<file path="src/hw/rtl/slfr_ram.sv">
// Simple dual-port synchronous RAM, one write and one registered read port.
// No dependencies.
module slfr_ram #(
    parameter int WIDTH = 8,
    parameter int DEPTH = 256,
    localparam int AW   = (DEPTH > 1) ? $clog2(DEPTH) : 1
) (
    input  logic             i_clk,
    input  logic             i_we,
    input  logic [AW-1:0]    i_waddr,
    input  logic [WIDTH-1:0] i_wdata,
    input  logic             i_re,
    input  logic [AW-1:0]    i_raddr,
    output logic [WIDTH-1:0] o_rdata
);

    logic [WIDTH-1:0] r_mem [DEPTH];
    logic [WIDTH-1:0] r_rdata;

    always_ff @(posedge i_clk) begin
        if (i_we) begin
            r_mem[i_waddr] <= i_wdata;
        end
    end

    always_ff @(posedge i_clk) begin
        if (i_re) begin
            r_rdata <= r_mem[i_raddr];
        end
    end

    assign o_rdata = r_rdata;

endmodule

</file>
<file path="config.mk">
export PLATFORM = sky130hd
export DESIGN_NAME = slfr_ram
export DESIGN_NICKNAME = d
export VERILOG_FILES = /design/src/hw/rtl/slfr_ram.sv
export SDC_FILE = /design/constraint.sdc
export NUM_CORES = 2
export LEC_CHECK = 0
export BUFFER_PORTS_ARGS = -buffer_cell sky130_fd_sc_hd__buf_2
export CAP_MARGIN = 20
export CORE_UTILIZATION = 27
export CTS_CLUSTER_DIAMETER = 30
export DETAILED_ROUTE_END_ITERATION = 12
export GPL_ROUTABILITY_DRIVEN = 0
export SYNTH_ARGS = -nofsm -noshare
export SYNTH_HDL_FRONTEND = slang
export SYNTH_SLANG_ARGS = --single-unit
export TNS_END_PERCENT = 100
</file>
<file path="constraint.sdc">
create_clock -name i_clk -period 6.1 [get_ports i_clk]
set_clock_uncertainty 0.15 [all_clocks]
set_input_delay 0.305 -clock i_clk [delete_from_list [all_inputs] [get_ports i_clk]]
set_output_delay 0.305 -clock i_clk [all_outputs]
set_load 0.1 [all_outputs]
</file>
# Word level (Yosys, flattened, before mapping)
# Memories as Yosys holds them, arrays and structs flattened. A register that Yosys moved wholly into a read port is not among the register bits.
# Cells that the tools add are included.
[word_totals]
reg_bits = 0
ramBits = 2048
output_inout_bits = 8
word_cells = 3
mem_count = 1
[classes]
mux = 2
[memory_table]
columns = ["name", "words", "width", "read_ports", "rd_clocked_by_memory_dff", "wr", "line_no", "text"]
rows = [
  ["r_mem", 256, 8, 1, 1, 1, "17", "logic [WIDTH-1:0] r_mem [DEPTH];"],
]
[op_table]
columns = ["cell", "count"]
rows = [
  ["$mux 1", 2],
]

# Longest topological paths before layout
[depth]
word_depth = 2
depth_mapped = 11
mapped_depth_nobuf = 6

# Least setup slack after synthesis
# Ideal clock, no wire load.
[synth_path]
path_kind = "input to register"
startpoint = "input i_raddr[0]"
endpoint = "register r_rdata[2] (netlist: o_rdata[2]), read port of r_mem (data pin)"
arrival_ns = 2.112
required_time_ns = 5.681
slack_ns = 3.569
path_stages = 9
cell_sequence = "buf_6 buf_12 buf_8 buf_2 mux4_2 a22oi_1 a21oi_1 nor4_1 nor4_2"
[synth_rtl]
columns = ["element", "line_no", "text"]
rows = [
  ["start: declaration", "13", "input logic [AW-1:0] i_raddr,"],
  ["end: declaration", "18", "logic [WIDTH-1:0] r_rdata;"],
]

==> results.cfg <==
[clocking]
cts_resized = 0
cts_root_buf = clkbuf_16
cts_inserted_buffers = 422
clkTransAtPathRegs_ps = 50
clock-sinks = 2056
cts_tree = done
htree_num_levels = 5
clk_latency_ps = 970
cts.path.max_buffers = 4

[timing]
fmax_ghz = 0.291
hold_viol = 0
fin_crit_sh = 0.563
hold-worst-slack_ps = 211
max_slew_margin = 0.170
rsz0062_at_grt = no
setup_viol = 0
slew_violations = 0
tightest_slew_ps = 1240
tns_ps = 0
period_needed_ps = 3430
worst_slack_ps = 2670

[finish]
fin_area_um2 = 98900
area_delta_synth_final_pct = 24.2
layout_commonest_cell = edfxtp_1
fin_util = 0.337
final_nets = 4093
final_cell_mix = edfxtp_1 (2,056), mux4_2 (454), clkbuf_16 (430)
drive_gt1_frac = 0.289
fin_cells = 8332

[power_and_ir_drop]
ir_worst_vdd_uv = 316
pwr_density_cell_nw_per_um2 = 405
power_mw = 40.0
p_leak_nw = 31.0

[die]
start_util = 0.271
die_h_um = 545
fp.dieW_um = 545
num_rows = 199
core_um2 = 294000
fp.dieArea_um2 = 297000
ioPinCount = 35

[worst_setup_path]
cp_data_required_time_ps = 6580
end_kind = flip-flop
cp-start-kind = input pin
worstPathArrival_ps = 3910
path_class = in -> reg
worstPathMaxFanout = 71

[global_routing]
groute.usage.overall = 0.138
grt_pass1_wl_um = 298000
grt_pass1_vias = 41300
antenna_found_initial = 15
grt_max_degree = 206
grt.overflow.total = 0

[yosys]
synth_seq_cells = 2056
netlist_area_um2 = 79600
syn_area_per_cell_um2 = 21.3
yosys_most_used_dff = edfxtp_1
synth_edf_count = 2056
yosys.area.top_type = edfxtp_1
async_flop_share = 0
synthCells = 3733
synthTopCellsByArea = edfxtp_1 (78%), mux4_2 (13%), mux2i_1 (1.7%)
synth_nets = 3760
synthDistinctLibCells = 54
synth_top_cell_area_share = 0.775
ys_warn_count = 0
synth-seq-area-share = 0.775

[min_path]
hold_path_class = in -> reg

[route]
drt_iter0_drc = 4315
via_per_inst = 4.84
drcViolationCount = 0
via_count = 40300
wl_per_cell_um = 24.9
dr.pass1.iters = 7
ant_nets = 0
drt-total-wl_um = 207000

[job]
cap_viol_max_count = 0

[placement]
numPortBuffers = 34
dp_hpwl_um = 120000
place_area_um2 = 84300
dp_cells = 7540
place_ws_ps = 1780

[status]
outcome = completed
cells in the mapped netlist, types with 2 or more instances:
library cell	number
nand2b_1	8
buf_2	31
nor3_1	22
mux4_1	2
a22o_1	8
a311oi_1	2
nor2_1	282
or2_2	4
buf_4	27
clkbuf_1	111
and2_1	6
o32ai_1	4
nand2_1	33
o211ai_1	10
nor2b_1	31
nand3_1	34
a31oi_1	2
o221ai_1	46
buf_8	13
buf_6	21
a211oi_1	16
a22oi_1	133
and3b_1	2
nor4_1	24
a2111oi_0	2
nand4_1	10
a2111oi_1	2
nand3b_1	2
o22ai_1	28
a221oi_1	13
o22a_1	5
o21ai_0	10
mux4_2	454
a21oi_1	96
edfxtp_1	2056
mux2i_1	134
nor4_2	3
o21ai_1	2
buf_1	22
buf_12	8
worst max-delay path, cell delays in order:
cell      delay, ps
buf_8           460
buf_4           550
nand3b_1        670
o221ai_1        300
a21oi_1         210
a21oi_1         170
nor3_1          910
nor4_1          120
routing by layer:
layer  vias to the layer above  track usage  share of wire
met4                         4       0.0548          0.035
met5                         -            0        0.00015
met1                     21300        0.185           0.41
met2                      1975        0.219           0.48
met3                       417       0.0285          0.080
li1                      16600            -              -
layout make-up:
cell class | instances | area, µm²
Multi-Input combinational cell | 1442 | 16500
Clock buffer | 470 | 10900
Antenna cell | 4 | 10.0
Clock inverter | 297 | 3410
Sequential cell | 2056 | 61700
Tap cell | 3919 | 4900
Fill cell | 27100 | 195000
Timing Repair Buffer | 142 | 1420
Inverter | 2 | 7.51
timing repair:
action,4_1_cts,5_1_grt
endpoints found under the hold margin,858,0
hold buffers,15,0
buffers inserted,0,0
registers in the layout, summed over array words and instances, names as in the netlist:
| signal | flops |
|---|---|
| o_rdata | 8 |
| r_mem | 2048 |
worst paths after layout:
kind | from | to | slack, ps | depth (start not counted)
worst max-delay path | i_raddr[1] | o_rdata[1] | 2670 | 8
worst min-delay path | i_wdata[2] | r_mem[87][2] | 210 | 2
worst max register to register | r_mem[67][1] | o_rdata[1] | 3040 | 5
worst min register to register | r_mem[32][5] | o_rdata[5] | 1000 | 6
report_power, final:
| part | internal (mW) | leakage [nW] | total, mW | switching [mW] |
|---|---|---|---|---|
| combinational | 0.469 | 5.58 | 1.44 | 0.973 |
| sequential | 15.6 | 18.5 | 15.7 | 0.0283 |
| clock | 15.6 | 6.89 | 22.9 | 7.36 |
kinds of logic after synthesis:
logic type	after synthesis	share of synthesized area
AO/OA/AOI/OAI	385	0.0342
multiplexers	591	0.146
flip-flops	2056	0.775
AND/OR/NAND/NOR	466	0.0263
buffers and inverters	235	0.0183
(Power assumes the default switching activity.)
