--- config.mk ---
export PLATFORM = sky130hd
export DESIGN_NAME = slfr_ctrl
export DESIGN_NICKNAME = d
export VERILOG_FILES = /design/src/hw/rtl/slfr_pkg.sv /design/src/hw/rtl/slfr_ctrl.sv
export SDC_FILE = /design/constraint.sdc
export NUM_CORES = 1
export LEC_CHECK = 0
export BUFFER_PORTS_ARGS = -buffer_cell sky130_fd_sc_hd__buf_2
export CAP_MARGIN = 30
export CORE_UTILIZATION = 40
export DETAILED_ROUTE_END_ITERATION = 6
export PLACE_DENSITY_LB_ADDON = 0.3
export SLEW_MARGIN = 20
export SYNTH_ARGS = -nofsm -noshare
export SYNTH_HDL_FRONTEND = slang
export SYNTH_SLANG_ARGS = --single-unit
--- constraint.sdc ---
create_clock -name i_clk -period 6.8 [get_ports i_clk]
set_input_delay 1.36 -clock i_clk [delete_from_list [all_inputs] [get_ports i_clk]]
set_output_delay 1.36 -clock i_clk [all_outputs]
set_load 0.03 [all_outputs]
--- src/hw/rtl/slfr_pkg.sv ---
// Shared types, constants and codes for the sync/length frame receiver.
// No dependencies; every other file of the block but slfr_ram refers to it by scoped names.
package slfr_pkg;

    localparam int SLOT_COUNT_DEF    = 4;
    localparam int PAYLOAD_DEPTH_DEF = 256;

    localparam logic [7:0] SYNC_RST       = 8'd0;
    localparam logic [7:0] MIN_LENGTH_RST = 8'd6;
    localparam logic [7:0] MAX_LENGTH_RST = 8'd255;

    localparam logic [1:0] CMD_RX      = 2'd0;
    localparam logic [1:0] CMD_READ    = 2'd1;
    localparam logic [1:0] CMD_RELEASE = 2'd2;

    localparam logic [1:0] ST_OK    = 2'd0;
    localparam logic [1:0] ST_RANGE = 2'd1;
    localparam logic [1:0] ST_FULL  = 2'd2;

    localparam logic [1:0] CFG_SYNC_FIRST  = 2'd0;
    localparam logic [1:0] CFG_SYNC_SECOND = 2'd1;
    localparam logic [1:0] CFG_MIN_LENGTH  = 2'd2;
    localparam logic [1:0] CFG_MAX_LENGTH  = 2'd3;

    typedef enum logic [1:0] {
        PH_SYNC1,
        PH_SYNC2,
        PH_LEN,
        PH_DATA
    } t_phase;

    typedef struct packed {
        logic [7:0] sync_first;
        logic [7:0] sync_second;
        logic [7:0] min_length;
        logic [7:0] max_length;
    } t_cfg;

    // Result of one item as decided in the first stage; the payload byte
    // itself arrives from the store in the cycle after.
    typedef struct packed {
        logic [1:0] status;
        logic       frame_done;
        logic [2:0] done_slot;
        logic [7:0] done_length;
        logic       read_valid;
        logic       read_hit;
        logic [7:0] offset;
    } t_res;

endpackage

--- src/hw/rtl/slfr_ctrl.sv ---
// Frame parser, slot flags and store access control (first pipeline stage).
// Depends on slfr_pkg.
module slfr_ctrl #(
    parameter int SLOT_COUNT    = slfr_pkg::SLOT_COUNT_DEF,
    parameter int PAYLOAD_DEPTH = slfr_pkg::PAYLOAD_DEPTH_DEF,
    localparam int SLOT_IW      = (SLOT_COUNT > 1) ? $clog2(SLOT_COUNT) : 1,
    localparam int PL_AW        = $clog2(SLOT_COUNT * PAYLOAD_DEPTH)
) (
    input  logic               i_clk,
    input  logic               i_rst_n,
    input  slfr_pkg::t_cfg     i_cfg,
    input  logic               i_acc,
    input  logic [1:0]         i_command,
    input  logic [7:0]         i_rx_byte,
    input  logic [2:0]         i_slot_select,
    input  logic [7:0]         i_byte_offset,
    output slfr_pkg::t_res     o_res,
    output logic               o_pl_we,
    output logic [PL_AW-1:0]   o_pl_waddr,
    output logic [7:0]         o_pl_wdata,
    output logic               o_pl_re,
    output logic [PL_AW-1:0]   o_pl_raddr,
    output logic               o_len_we,
    output logic [SLOT_IW-1:0] o_len_waddr,
    output logic [7:0]         o_len_wdata,
    output logic               o_len_re,
    output logic [SLOT_IW-1:0] o_len_raddr
);

    slfr_pkg::t_phase        r_phase, n_phase;
    logic [7:0]              r_exp_len, n_exp_len;
    logic [7:0]              r_cnt, n_cnt;
    logic [SLOT_IW-1:0]      r_cur, n_cur;
    logic [SLOT_COUNT-1:0]   r_active, n_active;
    logic [SLOT_COUNT-1:0]   r_complete, n_complete;

    logic               rx_acc;
    logic               sel_ok;
    logic [SLOT_IW-1:0] sel_idx;
    logic               off_ok;
    logic               slot_ready;
    logic               len_bad;
    logic               free_found;
    logic [SLOT_IW-1:0] free_idx;
    logic [7:0]         cnt_inc;
    logic               last_byte;

    assign rx_acc     = i_acc && (i_command == slfr_pkg::CMD_RX);
    assign sel_ok     = {1'b0, i_slot_select} < 4'(SLOT_COUNT);
    assign sel_idx    = i_slot_select[SLOT_IW-1:0];
    assign off_ok     = {1'b0, i_byte_offset} < 9'(PAYLOAD_DEPTH);
    assign slot_ready = sel_ok && r_active[sel_idx] && r_complete[sel_idx];
    assign len_bad    = (i_rx_byte == 8'd0) || (i_rx_byte < i_cfg.min_length)
                        || (i_rx_byte > i_cfg.max_length);
    assign cnt_inc    = r_cnt + 8'd1;
    assign last_byte  = cnt_inc >= r_exp_len;

    // Lowest slot that is not both active and complete.
    always_comb begin
        free_found = 1'b0;
        free_idx   = '0;
        for (int i = SLOT_COUNT - 1; i >= 0; i--) begin
            if (!(r_active[i] && r_complete[i])) begin
                free_found = 1'b1;
                free_idx   = SLOT_IW'(i);
            end
        end
    end

    always_comb begin
        n_phase = r_phase;
        if (rx_acc) begin
            case (r_phase)
                slfr_pkg::PH_SYNC1: begin
                    if (i_rx_byte == i_cfg.sync_first) begin
                        n_phase = slfr_pkg::PH_SYNC2;
                    end
                end
                slfr_pkg::PH_SYNC2: begin
                    n_phase = (i_rx_byte == i_cfg.sync_second) ? slfr_pkg::PH_LEN
                                                               : slfr_pkg::PH_SYNC1;
                end
                slfr_pkg::PH_LEN: begin
                    n_phase = (!len_bad && free_found) ? slfr_pkg::PH_DATA
                                                       : slfr_pkg::PH_SYNC1;
                end
                slfr_pkg::PH_DATA: begin
                    if (last_byte) begin
                        n_phase = slfr_pkg::PH_SYNC1;
                    end
                end
                default: begin
                    n_phase = slfr_pkg::PH_SYNC1;
                end
            endcase
        end
    end

    always_comb begin
        n_exp_len   = r_exp_len;
        n_cnt       = r_cnt;
        n_cur       = r_cur;
        n_active    = r_active;
        n_complete  = r_complete;
        o_res       = '0;
        o_res.offset = i_byte_offset;
        o_pl_we     = 1'b0;
        o_pl_waddr  = PL_AW'(r_cur) * PL_AW'(PAYLOAD_DEPTH) + PL_AW'(r_cnt);
        o_pl_wdata  = i_rx_byte;
        o_pl_re     = 1'b0;
        o_pl_raddr  = PL_AW'(sel_idx) * PL_AW'(PAYLOAD_DEPTH) + PL_AW'(i_byte_offset);
        o_len_we    = 1'b0;
        o_len_waddr = free_idx;
        o_len_wdata = i_rx_byte;
        o_len_re    = 1'b0;
        o_len_raddr = sel_idx;

        if (rx_acc) begin
            case (r_phase)
                slfr_pkg::PH_SYNC1, slfr_pkg::PH_SYNC2: begin
                    n_cnt = 8'd0;
                end
                slfr_pkg::PH_LEN: begin
                    if (len_bad) begin
                        o_res.status = slfr_pkg::ST_RANGE;
                    end else if (!free_found) begin
                        o_res.status = slfr_pkg::ST_FULL;
                    end else begin
                        n_cur                = free_idx;
                        n_exp_len            = i_rx_byte;
                        n_cnt                = 8'd0;
                        n_active[free_idx]   = 1'b1;
                        n_complete[free_idx] = 1'b0;
                        o_len_we             = 1'b1;
                    end
                end
                slfr_pkg::PH_DATA: begin
                    // Bytes beyond the store depth are counted but dropped.
                    o_pl_we = {1'b0, r_cnt} < 9'(PAYLOAD_DEPTH);
                    n_cnt   = cnt_inc;
                    if (last_byte) begin
                        n_complete[r_cur]  = 1'b1;
                        o_res.frame_done   = 1'b1;
                        o_res.done_slot    = 3'(r_cur);
                        o_res.done_length  = r_exp_len;
                        n_cnt              = 8'd0;
                        n_exp_len          = 8'd0;
                    end
                end
                default: begin
                    n_cnt = r_cnt;
                end
            endcase
        end

        if (i_acc && (i_command == slfr_pkg::CMD_READ)) begin
            o_res.read_valid = slot_ready;
            o_res.read_hit   = slot_ready && off_ok;
            o_pl_re          = slot_ready && off_ok;
            o_len_re         = slot_ready && off_ok;
        end

        if (i_acc && (i_command == slfr_pkg::CMD_RELEASE) && sel_ok) begin
            n_active[sel_idx]   = 1'b0;
            n_complete[sel_idx] = 1'b0;
        end
    end

    always_ff @(posedge i_clk) begin
        if (!i_rst_n) begin
            r_phase    <= slfr_pkg::PH_SYNC1;
            r_exp_len  <= 8'd0;
            r_cnt      <= 8'd0;
            r_cur      <= '0;
            r_active   <= '0;
            r_complete <= '0;
        end else begin
            r_phase    <= n_phase;
            r_exp_len  <= n_exp_len;
            r_cnt      <= n_cnt;
            r_cur      <= n_cur;
            r_active   <= n_active;
            r_complete <= n_complete;
        end
    end

endmodule

# Word level (Yosys, flattened, before mapping)
# Cells that the tools add are included.
# totals
ff_bits,28
in_bits,56
# op_classes
n_addsub,3
order_cmp,10
eq_ne,11
n_mux,56
bitwise,8
n_reduce_logical,26
# ops
operator,count
8-bit 2-to-1 mux,6
4-bit 2-to-1 mux,10
12-bit 2-to-1 mux,2
2-bit 2-to-1 mux,12
8-bit one-hot mux with 3 select lines,1
10-bit by 8-bit adder with 10-bit output,2
8-bit equality test,2
1-bit 2-to-1 mux,16
8-bit one-hot mux with 2 select lines,1
1-bit logical AND,14
14-bit 2-to-1 mux,1
4-bit AND,3
2-bit by 3-bit less-than comparator with 1-bit output (second input constant),3
8-bit by 1-bit adder with 8-bit output (second input constant),1
8-bit greater-or-equal comparator,1
8-bit > comparator,1
8-bit zero test,1
8-bit less-than comparator,1
2-bit != test (second input constant),4
4-bit NOT,2
4-bit OR,2
2-bit one-hot mux with 4 select lines,1
4-bit one-hot mux with 2 select lines,1
1-bit demux with 2-bit select,3
14 further kinds,23

# Logic depth before layout (Yosys ltp)
# logic_depth
depth_word,17
depth_mapped,12
ltp_nobuf,11

# Worst setup path before layout
# Ideal clock, no wire load.
# synth_path
path_kind,input -> output
startpoint,input i_slot_select[0]
endpoint,output o_pl_re
t_arrival_ps,3437
setup_slack_ps,2003
path_stages,3
n_path_buf,1
path_cell_list,mux4_2 > nor4b_1 > buf_4
# synth_between
elab_chain_len,5
elab_cells_between_ends,8
# synth_lines
element,line,rtl
from (decl),slfr_ctrl.sv:15,"input logic [2:0] i_slot_select,"
1-bit binary-select mux with 2-bit select,slfr_ctrl.sv:52,assign slot_ready = sel_ok && r_active[sel_idx] && r_complete[sel_idx];
1-bit 2-to-1 mux (implied by the code),slfr_ctrl.sv:52,
1-bit logical AND,slfr_ctrl.sv:52,
1-bit logical AND *,slfr_ctrl.sv:52,
1-bit 2-to-1 mux *,--,
to (decl),slfr_ctrl.sv:21,"output logic o_pl_re,"
# Every way passes the cells marked *; elsewhere a longest branch is shown, timed or not. The select of a mux whose other input is x is not followed.

==> reports/metrics.csv <==
stage,metric,value,unit
global_route,GR Overflow Total,0,
setup_path,Setup crit end kind,output pin,
floorplanning,Core Region,6350,um^2
clocking,hold-fix buffer count after cts,0,
clocking,CTS tree,built,
setup_path,Reg2Reg Setup Slack,2960,ps
clocking,clock transition at the registers of the reported paths,100,ps
worst_hold_path,Min-Delay Path Class,reg2reg,
synthesis,Syn Nets,423,
routing,Final ANT Viol Nets,0,
timing,fmax,203.1,MHz
timing,minimum clock period after layout,4924,ps
synthesis,Post-synth ARST share,0,
synthesis,synthesized area,2620,um^2
timing,period utilization,0.7241,
global_route,vias in the first global route,2484,
clocking,"Clk Latency, worst-skew pair",280,ps
floorplanning,Die ar.,6877,um^2
cells_and_area,layout cells sized above 1,0.2746,
cells_and_area,"commonest non-fill, non-tap cell in the layout",buf_2,
job,Max-cap violations,0,
floorplanning,initial core utilization,0.4126,
clocking,Clk Tree Root Cell,clkbuf_8,
routing,drt drc,0,
placed_design,dpl hpwl,5.317,mm
timing,slew margin rel.,0.3332,
clocking,"Gates resized, CTS repair",0,
placed_design,port buffer count,98,
cells_and_area,"commonest non-fill, non-tap cells in the layout","98 x buf_2, 41 x nand2_1, 28 x dfxtp_1, 26 x inv_1, 24 x ha_1",
synthesis,Synth warnings,0,
synthesis,syn_area_per_cell,7.639,um^2
synthesis,Netlist cell types,51,
timing,final count of pins violating max slew,0,
clocking,buffer depth of the longest clock path,2,
cells_and_area,n_diodes,0,
routing,Via density,5.392,
synthesis,"EDFF count, synth",0,
cells_and_area,area growth from synthesis to layout,11.89,%
timing,Setup TNS Final,0,ps
setup_path,critical path launch point type,flip-flop,
timing,final hold vios,0,
power,P_leak,1.385,nW
routing,via count,2556,
timing,final setup fails,0,
setup_path,worst path arrival time,3560,ps
power,Power Dens Cells,121.4,nW/um^2
floorplanning,Die X-Extent,82.93,um
timing,clock skew,3.309,ps
power,Peak supply drop,0.00006007,V
global_route,Total GRT Usage,0.1940,
clocking,Post-CTS Setup Bufs,0,
synthesis,register bit total from synthesis,28,
synthesis,sequential fraction of the synthesis area,0.2139,
floorplanning,die height,82.93,um
synthesis,post-synthesis cell count,343,
timing,unrepaired setup endpoints after global routing,no,
global_route,largest net degree at the start of global routing,20,
cells_and_area,layout net count,478,
floorplanning,row count,29,
routing,DR iter-0 viols,94,
run_status,status,finished clean,
placed_design,DP Worst Slack,2064,ps
timing,Worst Tran Pin Value,1000,ps
synthesis,main flop type after synthesis,dfxtp_1,
global_route,antenna violations before repair,0,
clocking,cts bufs inserted,3,
global_route,global-route wire length before repair,11.38,mm
routing,post-DR wirelength/cell,13.96,um
routing,First-pass DRT Iterations,6,
setup_path,kind of critical path,reg2out,
setup_path,required time of the critical path,5440,ps
timing,min setup slack post-route,1876,ps
placed_design,Placer Congestion,0.8778,
clocking,clock net sink count,28,
clocking,htree depth,1,
floorplanning,# IOs,124,
routing,"wirelength, routed",6.619,mm
setup_path,worst-path maximum fanout,13,
-- cell type report --
class	instances	area (um^2)
tap	77	96.34
sequential	28	560.5
timing repair buffer	98	490.5
fill	658	3418
multi-input combinational	241	1632
inverter	26	97.59
clock buffer	4	55.05
-- synth_stat cells, types with 2 or more instances --
library cell,count,share of area
nor3_1,8,0.015
o211ai_1,2,0.0057
nand4_1,3,0.0072
nand3_1,13,0.025
o221a_2,2,0.0086
buf_4,40,0.11
clkbuf_1,7,0.010
nand2b_1,11,0.026
nor2_1,23,0.033
and2_1,3,0.0072
ha_1,24,0.11
nor2b_1,4,0.0095
nand2_1,41,0.059
o31ai_1,2,0.0057
xnor2_1,7,0.023
inv_1,26,0.037
nor4_1,13,0.031
and3_1,3,0.0072
dfxtp_1,28,0.21
o31a_1,3,0.010
xor2_1,15,0.050
o21ai_0,12,0.023
mux2i_1,9,0.034
o22ai_1,2,0.0048
a31oi_1,5,0.012
a21oi_1,12,0.023
-- layer usage --
layer	track usage	vias to the layer above	wire (um)	share of wire
met5	0	-	0	0
met4	0.03292	0	65	0.0098
met3	0.03678	8	327	0.049
met2	0.3428	83	3182	0.48
met1	0.2475	1194	3044	0.46
li1	-	1271	-	-
-- path summary, 6_finish.rpt --
kind | depth (start not counted) | start | to
worst max register to register | 11 | r_cnt[2]$_SDFFE_PN0P_ | r_cnt[4]$_SDFFE_PN0P_
worst min register to register | 2 | r_exp_len[3]$_SDFFE_PN0P_ | r_exp_len[3]$_SDFFE_PN0P_
worst max-delay path | 11 | r_cnt[2]$_SDFFE_PN0P_ | o_res[18]
worst min-delay path | 2 | r_exp_len[3]$_SDFFE_PN0P_ | r_exp_len[3]$_SDFFE_PN0P_
-- cells by family after synthesis --
group,synth area share
other,0.001431
adder cells (fa/ha/maj),0.1146
multiplexers,0.04298
flip-flops,0.2139
AO/OA/AOI/OAI,0.1438
AND/OR/NAND/NOR,0.2464
buffers and inverters,0.1633
XOR/XNOR,0.07355
-- where the power goes --
group          switching (mW)  total, mW  internal [mW]
registers          0.00000923      0.164          0.164
logic                  0.0531     0.0863         0.0332
clock network          0.0536      0.106         0.0519
total                   0.107      0.356          0.249
-- sequential cells by signal (all words and copies together), names as in the netlist --
name	flops
r_phase	2
r_exp_len	8
r_cur	2
r_complete	4
r_cnt	8
r_active	4
-- per-stage QoR --
stage	cells	power, mW	util	instance area [um^2]	hold WS (ps)
2_1_floorplan	343	0.2452	-	2620	434.7
3_3_place_gp	470	0.2522	0.4530	2877	446.5
3_5_place_dp	470	0.2543	0.4530	2877	452.2
4_1_cts	474	0.3602	0.4617	2932	468.8
5_1_grt	474	0.3761	0.4617	2932	484.4
6_report	474	0.3557	0.4617	2932	464.3
-- critical path, cell delays in order (launching register included) --
cell and delay [ps]:
dfxtp_1 440, and3_1 260, and3_1 250, nand3_1 110
xnor2_1 220, ha_1 280, a21oi_1 140, o21ai_0 120
a21oi_1 790, nor3_1 240, and2_1 250, buf_2 180
Power figures use the tool's default switching activity.
