## src/hw/rtl/slfr_pkg.sv

```systemverilog
// Shared types, constants and codes for the sync/length frame receiver.
// No dependencies; every other file of the block but slfr_ram refers to it by scoped names.
package slfr_pkg;

    localparam int SLOT_COUNT_DEF    = 4;
    localparam int PAYLOAD_DEPTH_DEF = 256;

    localparam logic [7:0] SYNC_RST       = 8'd0;
    localparam logic [7:0] MIN_LENGTH_RST = 8'd6;
    localparam logic [7:0] MAX_LENGTH_RST = 8'd255;

    localparam logic [1:0] CMD_RX      = 2'd0;
    localparam logic [1:0] CMD_READ    = 2'd1;
    localparam logic [1:0] CMD_RELEASE = 2'd2;

    localparam logic [1:0] ST_OK    = 2'd0;
    localparam logic [1:0] ST_RANGE = 2'd1;
    localparam logic [1:0] ST_FULL  = 2'd2;

    localparam logic [1:0] CFG_SYNC_FIRST  = 2'd0;
    localparam logic [1:0] CFG_SYNC_SECOND = 2'd1;
    localparam logic [1:0] CFG_MIN_LENGTH  = 2'd2;
    localparam logic [1:0] CFG_MAX_LENGTH  = 2'd3;

    typedef enum logic [1:0] {
        PH_SYNC1,
        PH_SYNC2,
        PH_LEN,
        PH_DATA
    } t_phase;

    typedef struct packed {
        logic [7:0] sync_first;
        logic [7:0] sync_second;
        logic [7:0] min_length;
        logic [7:0] max_length;
    } t_cfg;

    // Result of one item as decided in the first stage; the payload byte
    // itself arrives from the store in the cycle after.
    typedef struct packed {
        logic [1:0] status;
        logic       frame_done;
        logic [2:0] done_slot;
        logic [7:0] done_length;
        logic       read_valid;
        logic       read_hit;
        logic [7:0] offset;
    } t_res;

endpackage

```

## src/hw/rtl/slfr_resp.sv

```systemverilog
// Second stage and output register: merges store read data into the result.
// Depends on slfr_pkg.
module slfr_resp (
    input  logic           i_clk,
    input  logic           i_rst_n,
    input  logic           i_acc,
    input  slfr_pkg::t_res i_res,
    input  logic [7:0]     i_pl_rdata,
    input  logic [7:0]     i_len_rdata,
    input  logic           i_out_ready,
    output logic           o_in_ready,
    output logic           o_out_valid,
    output logic [1:0]     o_status,
    output logic           o_frame_done,
    output logic [2:0]     o_done_slot,
    output logic [7:0]     o_done_length,
    output logic [7:0]     o_read_byte,
    output logic           o_read_valid
);

    logic           r_s1_vld;
    slfr_pkg::t_res r_s1;
    logic           r_out_vld;
    logic [1:0]     r_status;
    logic           r_frame_done;
    logic [2:0]     r_done_slot;
    logic [7:0]     r_done_length;
    logic [7:0]     r_read_byte;
    logic           r_read_valid;

    logic       s1_move;
    logic [7:0] s1_byte;

    assign s1_move    = r_s1_vld && (!r_out_vld || i_out_ready);
    assign o_in_ready = !r_s1_vld || s1_move;
    assign s1_byte    = (r_s1.read_hit && (r_s1.offset < i_len_rdata)) ? i_pl_rdata : 8'd0;

    always_ff @(posedge i_clk) begin
        if (!i_rst_n) begin
            r_s1_vld  <= 1'b0;
            r_out_vld <= 1'b0;
        end else begin
            if (i_acc) begin
                r_s1_vld <= 1'b1;
            end else if (s1_move) begin
                r_s1_vld <= 1'b0;
            end
            if (s1_move) begin
                r_out_vld <= 1'b1;
            end else if (i_out_ready) begin
                r_out_vld <= 1'b0;
            end
        end
    end

    always_ff @(posedge i_clk) begin
        if (i_acc) begin
            r_s1 <= i_res;
        end
        if (s1_move) begin
            r_status      <= r_s1.status;
            r_frame_done  <= r_s1.frame_done;
            r_done_slot   <= r_s1.done_slot;
            r_done_length <= r_s1.done_length;
            r_read_byte   <= s1_byte;
            r_read_valid  <= r_s1.read_valid;
        end
    end

    assign o_out_valid   = r_out_vld;
    assign o_status      = r_status;
    assign o_frame_done  = r_frame_done;
    assign o_done_slot   = r_done_slot;
    assign o_done_length = r_done_length;
    assign o_read_byte   = r_read_byte;
    assign o_read_valid  = r_read_valid;

endmodule

```

## config.mk

```make
export PLATFORM = sky130hd
export DESIGN_NAME = slfr_resp
export DESIGN_NICKNAME = d
export VERILOG_FILES = /design/src/hw/rtl/slfr_pkg.sv /design/src/hw/rtl/slfr_resp.sv
export SDC_FILE = /design/constraint.sdc
export NUM_CORES = 1
export LEC_CHECK = 0
export ABC_AREA = 1
export BUFFER_PORTS_ARGS = -buffer_cell sky130_fd_sc_hd__buf_2
export CORE_AREA = 10 10 88 90
export DETAILED_ROUTE_END_ITERATION = 10
export DIE_AREA = 0 0 98 100
export GPL_ROUTABILITY_DRIVEN = 1
export PLACE_DENSITY = 0.58
export REMOVE_ABC_BUFFERS = 1
export SYNTH_ARGS = -nofsm -noshare
export SYNTH_HDL_FRONTEND = slang
export SYNTH_SLANG_ARGS = --single-unit
```

## constraint.sdc

```tcl
create_clock -name i_clk -period 2.24 [get_ports i_clk]
set_clock_uncertainty 0.15 [all_clocks]
set_input_delay 0.112 -clock i_clk [delete_from_list [all_inputs] [get_ports i_clk]]
set_output_delay 0.112 -clock i_clk [all_outputs]
set_load 0.02 [all_outputs]
```

Yosys cells after proc, flatten, opt, wreduce, memory -nomap -nowiden --
Index checks and enable logic that the tools add are counted.
Word-level totals: flip-flop bits (word level) 49, output and inout bits 25
Cells by class: $lt $le $gt $ge 1, reductions and logical operators 8, mux-type cells 4
Operator list (number):
- $lt A8 B8 Y1 | 1
- $mux W1 | 4
- $reduce_bool A2 Y1 | 2
- $logic_and A1 B1 Y1 | 2
- $logic_not A1 Y1 | 2
- $logic_or A1 B1 Y1 | 2

Depth between registers and ports, before layout --
Gate-level depths: netlist of the first run.
word-level depth 5, gate-level depth with buffers 9, mapped depth without buffers 9

Least setup slack after synthesis of the first run --
OpenSTA, ideal clock, no wires.
path type reg-to-reg, start register r_out_vld, in the netlist o_out_valid, end register r_done_length[0], in the netlist o_done_length[0] (enable), period minus slack after synthesis 2.152 ns, data required time 1.679 ns, data arrival time 1.592 ns, stages on the path, launching flop included 2, slack 0.088 ns, cell sequence dfxtp_1 > a21oi_1
Between the ends: longest elaborated chain between the ends 3
Ends and longest elaborated chain:
- start, declared | RTL line slfr_resp.sv:23 | logic r_out_vld;
- start signal, assigned | RTL line slfr_resp.sv:41 | r_out_vld <= 1'b0;
- start signal, assigned | RTL line slfr_resp.sv:49 | r_out_vld <= 1'b1;
- start signal, assigned | RTL line slfr_resp.sv:51 | r_out_vld <= 1'b0;
- $logic_not A1 Y1 | RTL line slfr_resp.sv:34 | assign s1_move = r_s1_vld && (!r_out_vld || i_out_ready);
- $logic_or A1 B1 Y1 | RTL line slfr_resp.sv:34
- $logic_and A1 B1 Y1 | RTL line slfr_resp.sv:34
- via s1_move | RTL line slfr_resp.sv:31 | logic s1_move;
- end signal, assigned | RTL line slfr_resp.sv:64 | r_done_length <= r_s1.done_length;
- end, declared | RTL line slfr_resp.sv:27 | logic [7:0] r_done_length;
The timed path passes the listed nets, and every way through them passes these cells. A chain may end at the register's enable or synchronous reset.

Final worst setup path of the first run --
start input i_out_ready, end register r_read_byte[5], in the netlist o_read_byte[5] (enable)
Between the ends: longest elaborated chain between the ends 2
Ends and longest elaborated chain:
- start, declared | RTL line slfr_resp.sv:10 | input logic i_out_ready,
- $logic_or A1 B1 Y1 | RTL line slfr_resp.sv:34
- $logic_and A1 B1 Y1 | RTL line slfr_resp.sv:34
- via s1_move | RTL line slfr_resp.sv:31
- end signal, assigned | RTL line slfr_resp.sv:65 | r_read_byte <= s1_byte;
- end, declared | RTL line slfr_resp.sv:28 | logic [7:0] r_read_byte;
The timed path passes the listed nets, and every way through them passes these cells.

==> results of run 1 <==
## repair_timing
item	in CTS	in global routing
buffers inserted	0	0
hold buffers	35	0
endpoints found under the hold margin	34	0
## layout by cell type (no fill, tap or decap)
cell / netlist / routed
edfxtp_1: 47 / 47
nor2_1: 10 / 10
nand2_1: 13 / 13
buf_2: 0 / 68
nand4_1: 1 / 1
inv_1: 23 / 23
nand3_1: 1 / 1
clkbuf_1: 0 / 1
clkinvlp_4: 0 / 2
a21oi_2: 1 / 2
dlygate4sd3_1: 0 / 35
nand2_2: 1 / 1
ha_1: 7 / 7
a21oi_1: 4 / 3
clkbuf_8: 0 / 5
dfxtp_1: 2 / 2
buf_12: 0 / 1
## final cells by class
type | count | share of cell area
Clock buffer | 6 | 0.0273
Clock inverter | 2 | 0.00565
Multi-Input combinational cell | 38 | 0.0843
Inverter | 23 | 0.0325
Sequential cell | 49 | 0.546
Tap cell | 77 | 0.0363
Timing Repair Buffer | 104 | 0.268
## path summary, 6_finish.rpt
kind,endpoint,depth (start not counted)
setup reg to reg,o_read_byte[6],8
hold reg to reg,o_done_length[4],0
hold / removal,r_s1[18],1
setup / recovery,o_read_byte[5],5
## registers in the layout, indices dropped and copies added, names as in the netlist
name	cells
o_done_length	8
o_done_slot	3
o_frame_done	1
o_out_valid	1
o_read_byte	8
o_read_valid	1
o_status	2
r_s1	24
r_s1_vld	1
## stage by stage
stage,std cells,area (um^2),total power [mW],setup slack [ns],util
6_report,299,2660,1.80,0.628,0.433
5_1_grt,299,2660,1.90,0.523,0.433
4_1_cts,299,2660,1.85,0.609,0.433
3_5_place_dp,256,2220,1.28,0.673,0.362
3_3_place_gp,256,2220,1.28,0.728,0.362
2_1_floorplan,110,1760,1.19,0.0875,-
## power by group through the flow
stage	combinational (mW)	sequential, mW	clock (mW)
after global placement	0.169	1.11	0
after global routing	0.240	1.10	0.563
after floorplan	0.0547	1.14	0
after detailed placement	0.172	1.11	0
final	0.213	1.09	0.502
after CTS	0.220	1.09	0.540
## metal layers
metal  vias up  wire [um]
li1        593          -
met1       509       1460
met2        38       1950
met3         5        213
met4         0         72
met5         -          0
## cells by family after synthesis
group	Yosys count
flops	49
simple gates	26
fa+ha+maj	7
buf+inv	23
compound gates	5
==> summary.md, run 1 <==
| Metric | Value |
|---|---|
| Status | completed |
| Layout cells sized above 1 | 0.356 |
| Synthesized instance count | 110 |
| Combinational family with the most area after synthesis | simple AND/OR/NAND/NOR gates |
| Switching Fraction | 0.224 |
| Initial antenna violation count | 0 |
| I/O Buffers | 68 |
| Final Cycle Share | 0.720 |
| Initial DRC count | 27 |
| Largest cells by area after synthesis | edfxtp_1, ha_1, inv_1 |
| Maxcap violations | 0 |
| Hold slack final | 0.195 ns |
| Worst slew margin | 0.621 |
| Fin. Hold Viols | 0 |
| Vias | 1145 |
| CTS buffer count | 5 |
| Worst VDD drop | 384 uV |
| Final HPWL DP | 2.76 mm |
| Synthesis-stage register bit count | 49 |
| # rows | 29 |
| GRT Total Usage | 0.0763 |
| Total buffers and inverters traversed by the critical path | 4 |
| R2R Path Start | r_s1[7] |
| YS warnings | 0 |
| Worst Max-Slew Pin Slew | 0.569 ns |
| Power Density | 679 nW/um^2 |
| Clk buf depth | 2 |
| GR Util met3 | 0.0268 |
| Area taken by multi-input logic gates | 224 um^2 |
| Root Buffer | clkbuf_8 |
| Synth Area in XOR/XNOR | 0 |
| CTS tree | done |
| Multiplexer area fraction after synthesis | 0 |
| Routed WL | 3.70 mm |
| CP Max Fanout | 16 |
| H-tree Lvls | 2 |
| Syn Area/Cell | 16.0 um^2 |
| Number of synthesized flops with an enable pin | 47 |
| Core Area | 6130 um^2 |
| Setup TNS Final | 0 ns |
| Max Slew Vio Count | 0 |
| Ant. Diodes | 0 |
| Sequential share of the synthesized area | 0.826 |
| Synth Flop Type | edfxtp_1 |
| First-pass GRT wire length | 6.01 mm |
| Crit. Startpoint | i_out_ready |
| RSZ-0062 raised after global routing | false |
| Endpoints failing setup | 0 |
| Crit-path slowest cell | dlygate4sd3_1 |
| Top-count cell post-synth | edfxtp_1 |
| Largest net degree at the start of global routing | 26 |
| Crit-path cells | dlygate4sd3_1 > buf_2 > inv_1 > a21oi_2 > buf_12 |
| Layout Nets | 272 |
| GR Util met2 | 0.139 |
| Clock transition at path regs | 0.09 ns |
| F_max | 620 MHz |
| Count of cell types in the netlist | 11 |
| Routed Antenna Nets | 0 |
| Flop2flop setup slack | 0.67 ns |
| Hold crit path type | in2reg |
| Combinational Power Share | 0.118 |
| Area grow syn2layout | 51.1% |
| Overflow after GRT | 0 |
| Max stage delay on crit path | 0.52 ns |
| Vias per cell | 3.83 |
| Initial Util | 0.287 |
| Critical path endpoint category | flip-flop |
| Fraction of registers with async set/reset | 0 |
| DRT Pass-1 Iters | 4 |
| Crit path DAT | 1.48 ns |
| Static leakage | 1.17 nW |
| Simple-Gate Fraction of Synth Area | 0.0591 |
| Switch Pwr | 0.404 mW |
| Area share of the largest cell type after synthesis | 0.803 |
| Fill count | 577 |
| Worst-skew pair later-pin latency | 0.29 ns |
| Placer Congestion | 0.649 |
| Cell family with most CP delay | buffers and inverters |
| Hold Startpoint | i_acc |
| CP startpoint kind | primary input |
| Post-synthesis adder-cell area fraction | 0.0498 |
| Commonest cells post-synth | edfxtp_1, inv_1, nand2_1 |
| CP Class | in2reg |
| Data required time of the worst path | 2.10 ns |
| Drt drc | 0 |
| Cell Area, Synth | 1760 um^2 |
| Die height | 100 um |
| Yosys top cell by area | edfxtp_1 |
| Compound-cell area share of the yosys netlist | 0.0164 |
| Die width | 98 um |
| Wire per inst | 12.4 um |
| GR Util met1 | 0.0773 |
| Clock Sinks | 49 |
| Register area | 1450 um^2 |
| Die area | 9800 um^2 |
| Vias in the first global route | 1252 |
| Period minus WS final | 1.61 ns |
| Part of the power in the clock network | 0.279 |
| Sequential share of power | 0.603 |
| Internal power | 1.40 mW |
| Resized Gates After CTS | 0 |
| Grt peak-use layer | met2 |
| Io pins | 69 |
No activity file was read; power rests on OpenSTA's default activity.
==> run 2: changes to the inputs <==
clock period = 1.5 ns   (was 2.24 ns; I/O delays follow)
==> run 2 against run 1 <==
The run now ends with negative setup slack left. Worst hold slack worse by 0.18 ns. Combinational power is 64% higher. Wire length is 5.6% higher. Sequential cell count stayed put. Die area stayed put. Power is 61% higher. Critical path depth is 3 higher. Worst setup slack worse by 0.67 ns. Register-to-register slack worse by 0.71 ns. First-iteration DRC count is 22% higher. Via count is 2.7% higher. Largest power group unchanged.
==> summary.md, run 2 (same netlist as run 1, synthesis figures left out) <==
| Metric | Value |
|---|---|
| Io pins | 69 |
| RSZ-0062 raised after global routing | true |
| Largest register FFs | 24 |
| Initial DRC count | 33 |
| Register area | 1450 um^2 |
| Final HPWL DP | 2.87 mm |
| Crit-path slowest cell | edfxtp_1 |
| Status | complete, but fails checks |
| Layout cells sized above 1 | 0.420 |
| # rows | 29 |
| Clk buf depth | 2 |
| Core Area | 6130 um^2 |
| Die height | 100 um |
| Setup WS pre-CTS | -0.0866 ns |
| Static leakage | 1.20 nW |
| CP startpoint kind | flip-flop |
| Layout Cells excl Fill | 301 |
| Routed WL | 3.90 mm |
| Area taken by multi-input logic gates | 279 um^2 |
| Wire per inst | 13.0 um |
| Worst-skew pair later-pin latency | 0.30 ns |
| Commonest non-fill, non-tap cell in the layout | buf_2 |
| Endpoints failing setup | 8 |
| Most frequent cells in the layout | buf_2, edfxtp_1, dlygate4sd3_1 |
| Overflow after GRT | 0 |
| Clock transition at path regs | 0.09 ns |
| Crit path DAT | 1.55 ns |
| Reg with most FFs | r_s1 |
| Max Slew Vio Count | 0 |
| CTS buffer count | 5 |
| Cell family with most CP delay | simple AND/OR/NAND/NOR gates |
| Inst Count DP | 258 |
| Worst Max-Slew Pin Slew | 0.288 ns |
| Vias | 1176 |
| Final Cycle Share | 1.03 |
| Fin. Hold Viols | 0 |
| Routed Antenna Nets | 0 |
| Clock Sinks | 49 |
| GRT Total Usage | 0.0812 |
| Worst VDD drop | 619 uV |
| Maxcap violations | 0 |
| Worst slew margin | 0.808 |
| Crit-path cells | ha_4 > nand2_2 > nand2_2 > nor2_2 > nand2_1 > a21oi_2 > nand2_4 > nor2_1 |
| H-tree Lvls | 2 |
| Area grow syn2layout | 56.4% |
| Drt drc | 0 |
| Final instance area | 2750 um^2 |
| Vias per cell | 3.91 |
| Critical path endpoint category | flip-flop |
| Initial Util | 0.287 |
| First-pass GRT wire length | 6.42 mm |
| Die width | 98 um |
| Power Density | 1060 nW/um^2 |
| Root Buffer | clkbuf_8 |
| Failing checks | negative setup slack |
| CP Max Fanout | 8 |
| F_max | 650 MHz |
| Total buffers and inverters traversed by the critical path | 0 |
| Max stage delay on crit path | 0.42 ns |
| DRT Pass-1 Iters | 4 |
| Setup TNS Final | -0.221 ns |
| Fill count | 572 |
| Die area | 9800 um^2 |
| Data required time of the worst path | 1.51 ns |
| Layout Nets | 274 |
| Post-route worst setup slack | -0.0381 ns |
| Ant. Diodes | 0 |
| I/O Buffers | 68 |
| Hold crit path type | in2reg |
| Placer Congestion | 0.690 |
| Most frequent CP cell | nand2_2 |
| CP Class | reg2reg |
| Vias in the first global route | 1370 |
| CTS tree | done |
| Initial antenna violation count | 0 |
| Cell Area, Placed | 2230 um^2 |
| Largest net degree at the start of global routing | 16 |
| Period minus WS final | 1.54 ns |
-- run 2: cell count changes in the layout (fill, tap and decap cells not counted) --
cell / change
buf_4: +2
inv_1: -1
nand2_2: +4
inv_2: +1
nand2_1: -5
nor2_1: -5
nor2_2: +5
clkinvlp_4: -2
bufinv_16: +1
ha_4: +2
clkinv_4: +1
ha_1: -2
nand2_4: +1
-- run 2: final cells by class --
class	instances	area share
inverter	23	0.0314
multi-input combinational	38	0.101
clock inverter	2	0.0141
clock buffer	6	0.0264
tap	77	0.0350
sequential	49	0.528
timing repair buffer	106	0.264
-- run 2: final timing paths --
| path | startpoint | endpoint | cells after the start | slack (ns) |
|---|---|---|---|---|
| worst min register to register | r_s1[16] | o_done_length[6] | 0 | 0.27 |
| worst max-delay path | r_s1[7] | o_read_byte[0] | 8 | -0.04 |
| worst min-delay path | i_acc | r_s1[11] | 1 | 0.02 |
| worst max register to register | r_s1[7] | o_read_byte[0] | 8 | -0.04 |
-- run 2: layer usage --
metal | vias up | part of all wire | track usage | wire [um]
met5 | - | 0 | 0 | 0
met4 | 0 | 0.018 | 0.0336 | 71
met3 | 5 | 0.066 | 0.0309 | 258
met2 | 35 | 0.56 | 0.158 | 2180
met1 | 537 | 0.36 | 0.0728 | 1390
li1 | 599 | - | - | -
-- run 2: timing repair --
action | CTS | global route
setup endpoints to repair | 8 | 9
pin swaps | 6 | 1
hold buffers | 35 | 0
setup buffers | 0 | 0
gates resized for setup | 4 | 10
endpoints found under the hold margin | 34 | 0
-- run 2: power breakdown --
group | leakage [nW] | internal (mW) | switching (mW)
combinational | 0.677 | 0.176 | 0.174
sequential | 0.471 | 1.60 | 0.0250
clock | 0.0554 | 0.501 | 0.424
-- run 2: through the flow --
| stage | util | power, mW | hold slack (ns) |
|---|---|---|---|
| after floorplan | - | 1.78 | 0.0239 |
| after global placement | 0.364 | 1.91 | 0.102 |
| after detailed placement | 0.364 | 1.92 | 0.103 |
| after CTS | 0.443 | 2.94 | 0.0163 |
| after global routing | 0.448 | 3.07 | 0.0131 |
| final | 0.448 | 2.90 | 0.0169 |
==> run 3: changes to the inputs <==
CELL_PAD_IN_SITES_DETAIL_PLACEMENT = 0   (was not set)
CELL_PAD_IN_SITES_GLOBAL_PLACEMENT = 1   (was not set)
PLACE_DENSITY = 0.68   (was 0.58)
==> run 3 against run 2 <==
The flow still finishes with violations (negative setup slack). Register-to-register slack is essentially flat. Sequential share of layout area is 0.56 points higher. Final cell count increased by 0.33%. Critical endpoint is now o_read_byte[2]. Count of clock-buffer cells in the layout is the same. Power decreased by 6.0%. Largest cell class unchanged.
==> summary.md, run 3 (same netlist as run 1, synthesis figures left out) <==
| Metric | Value |
|---|---|
| DRT Pass-1 Iters | 4 |
| Core Area | 6130 um^2 |
| Routed Antenna Nets | 0 |
| Worst-skew pair later-pin latency | 0.30 ns |
| Static leakage | 1.19 nW |
| Hold slack final | 0.276 ns |
| Max stage delay on crit path | 0.42 ns |
| Setup WS pre-CTS | -0.0730 ns |
| Crit-path cells | ha_4 > nand2_2 > nand2_1 > nor2_1 > nand2_1 > a21oi_2 > nand2_4 > nor2_1 |
| Maxcap violations | 0 |
| Flop2flop setup slack | -0.04 ns |
| CTS buffer count | 5 |
| Clock Sinks | 49 |
| Largest net degree at the start of global routing | 24 |
| Status | complete, but fails checks |
| Final core occ | 0.444 |
| Overflow after GRT | 0 |
| Die height | 100 um |
| CP Max Fanout | 8 |
| Power, Total | 2.73 mW |
| H-tree Lvls | 2 |
| Worst slew margin | 0.840 |
| Data required time of the worst path | 1.51 ns |
| Routed WL | 3.93 mm |
| Cell family with most CP delay | simple AND/OR/NAND/NOR gates |
| Layout cells sized above 1 | 0.387 |
| Area grow syn2layout | 54.8% |
| Initial antenna violation count | 0 |
| CTS tree | done |
| Clk buf depth | 2 |
| # rows | 29 |
| Largest register FFs | 24 |
| Fin. Hold Viols | 0 |
| GRT Total Usage | 0.0792 |
| Vias | 1169 |
| Fill count | 599 |
| Initial DRC count | 19 |
| Crit-path slowest cell | edfxtp_1 |
| Worst VDD drop | 492 uV |
| Reg with most FFs | r_s1 |
| Power Density | 1000 nW/um^2 |
| Commonest non-fill, non-tap cell in the layout | buf_2 |
| Hold crit path type | reg2reg |
| Worst Max-Slew Pin Slew | 0.241 ns |
| Drt drc | 0 |
| Die area | 9800 um^2 |
| Vias per cell | 3.87 |
| Number of setup buffers added after CTS | 0 |
| Inst Count DP | 258 |
| Die width | 98 um |
| F_max | 651 MHz |
| Max Slew Vio Count | 0 |
| Most frequent cells in the layout | buf_2, edfxtp_1, dlygate4sd3_1 |
| Clock transition at path regs | 0.09 ns |
| Layout Nets | 275 |
| I/O Buffers | 68 |
| CP Class | reg2reg |
| CP startpoint kind | flip-flop |
| Initial Util | 0.287 |
| First-pass GRT wire length | 6.24 mm |
| Vias in the first global route | 1301 |
| Wire per inst | 13.0 um |
| Critical path endpoint category | flip-flop |
| Period minus WS final | 1.54 ns |
| Placer Congestion | 0.721 |
| Endpoints failing setup | 8 |
| Io pins | 69 |
| Layout Cells excl Fill | 302 |
| Crit path DAT | 1.54 ns |
| Post-route worst setup slack | -0.0355 ns |
| Root Buffer | clkbuf_8 |
| Final HPWL DP | 2.88 mm |
| Ant. Diodes | 0 |
| Failing checks | negative setup slack |
| RSZ-0062 raised after global routing | true |
| Total buffers and inverters traversed by the critical path | 0 |
| Final Cycle Share | 1.02 |
==> run 3: cell types whose count changed in the layout (fill, tap and decap cells not counted), sizes merged <==
cell,previous run,this run
clkinvlp,0,2
dlygate4sd3,35,36
clkinv,1,0
bufinv,1,0
==> run 3: metal layers <==
layer  share of wire  GRT usage  vias up
li1                -          -      598
met1            0.36     0.0744      532
met2            0.56      0.149       35
met3           0.071     0.0337        4
met4          0.0061     0.0302        0
met5               0          0        -
==> run 3: what timing repair did <==
action | CTS | global route
endpoints found under the setup margin | 8 | 9
endpoints found under the hold margin | 36 | 0
hold buffers | 36 | 0
resized for setup | 1 | 6
pin swaps | 2 | 1
==> run 3: where the power goes <==
group          switching, mW  internal, mW
Sequential            0.0243          1.60
Clock                  0.429         0.329
Combinational          0.170         0.174
==> run 3: worst reg2reg max path: stages, from the launching register on <==
cell and delay [ns]:
edfxtp_1 0.42, ha_4 0.24, nand2_2 0.06, nand2_1 0.04, nor2_1 0.08, nand2_1 0.07, a21oi_2 0.15, nand2_4 0.11
nor2_1 0.09
==> run 3: metrics by stage <==
step,cell area [um^2],setup TNS (ns)
after floorplan,1760,-15.01
after global placement,2250,-0.199
after detailed placement,2250,-0.507
after CTS,2710,-0.315
after global routing,2720,-1.16
final,2720,-0.233
==> run 3: area by class of cell <==
type	count	area, um^2	share of cell area
sequential	49	1450	0.533
timing repair buffer	107	748	0.275
multi-input combinational	38	251	0.0924
tap	77	96.3	0.0354
inverter	23	86.3	0.0317
clock buffer	6	72.6	0.0267
clock inverter	2	15.0	0.00552
==> run 3: path summary, 6_finish.rpt <==
check,startpoint,to,cells past startpoint
worst max-delay path,r_s1[7],o_read_byte[2],8
worst min-delay path,r_s1[22],o_status[0],0
worst max register to register,r_s1[7],o_read_byte[2],8
worst min register to register,r_s1[22],o_status[0],0
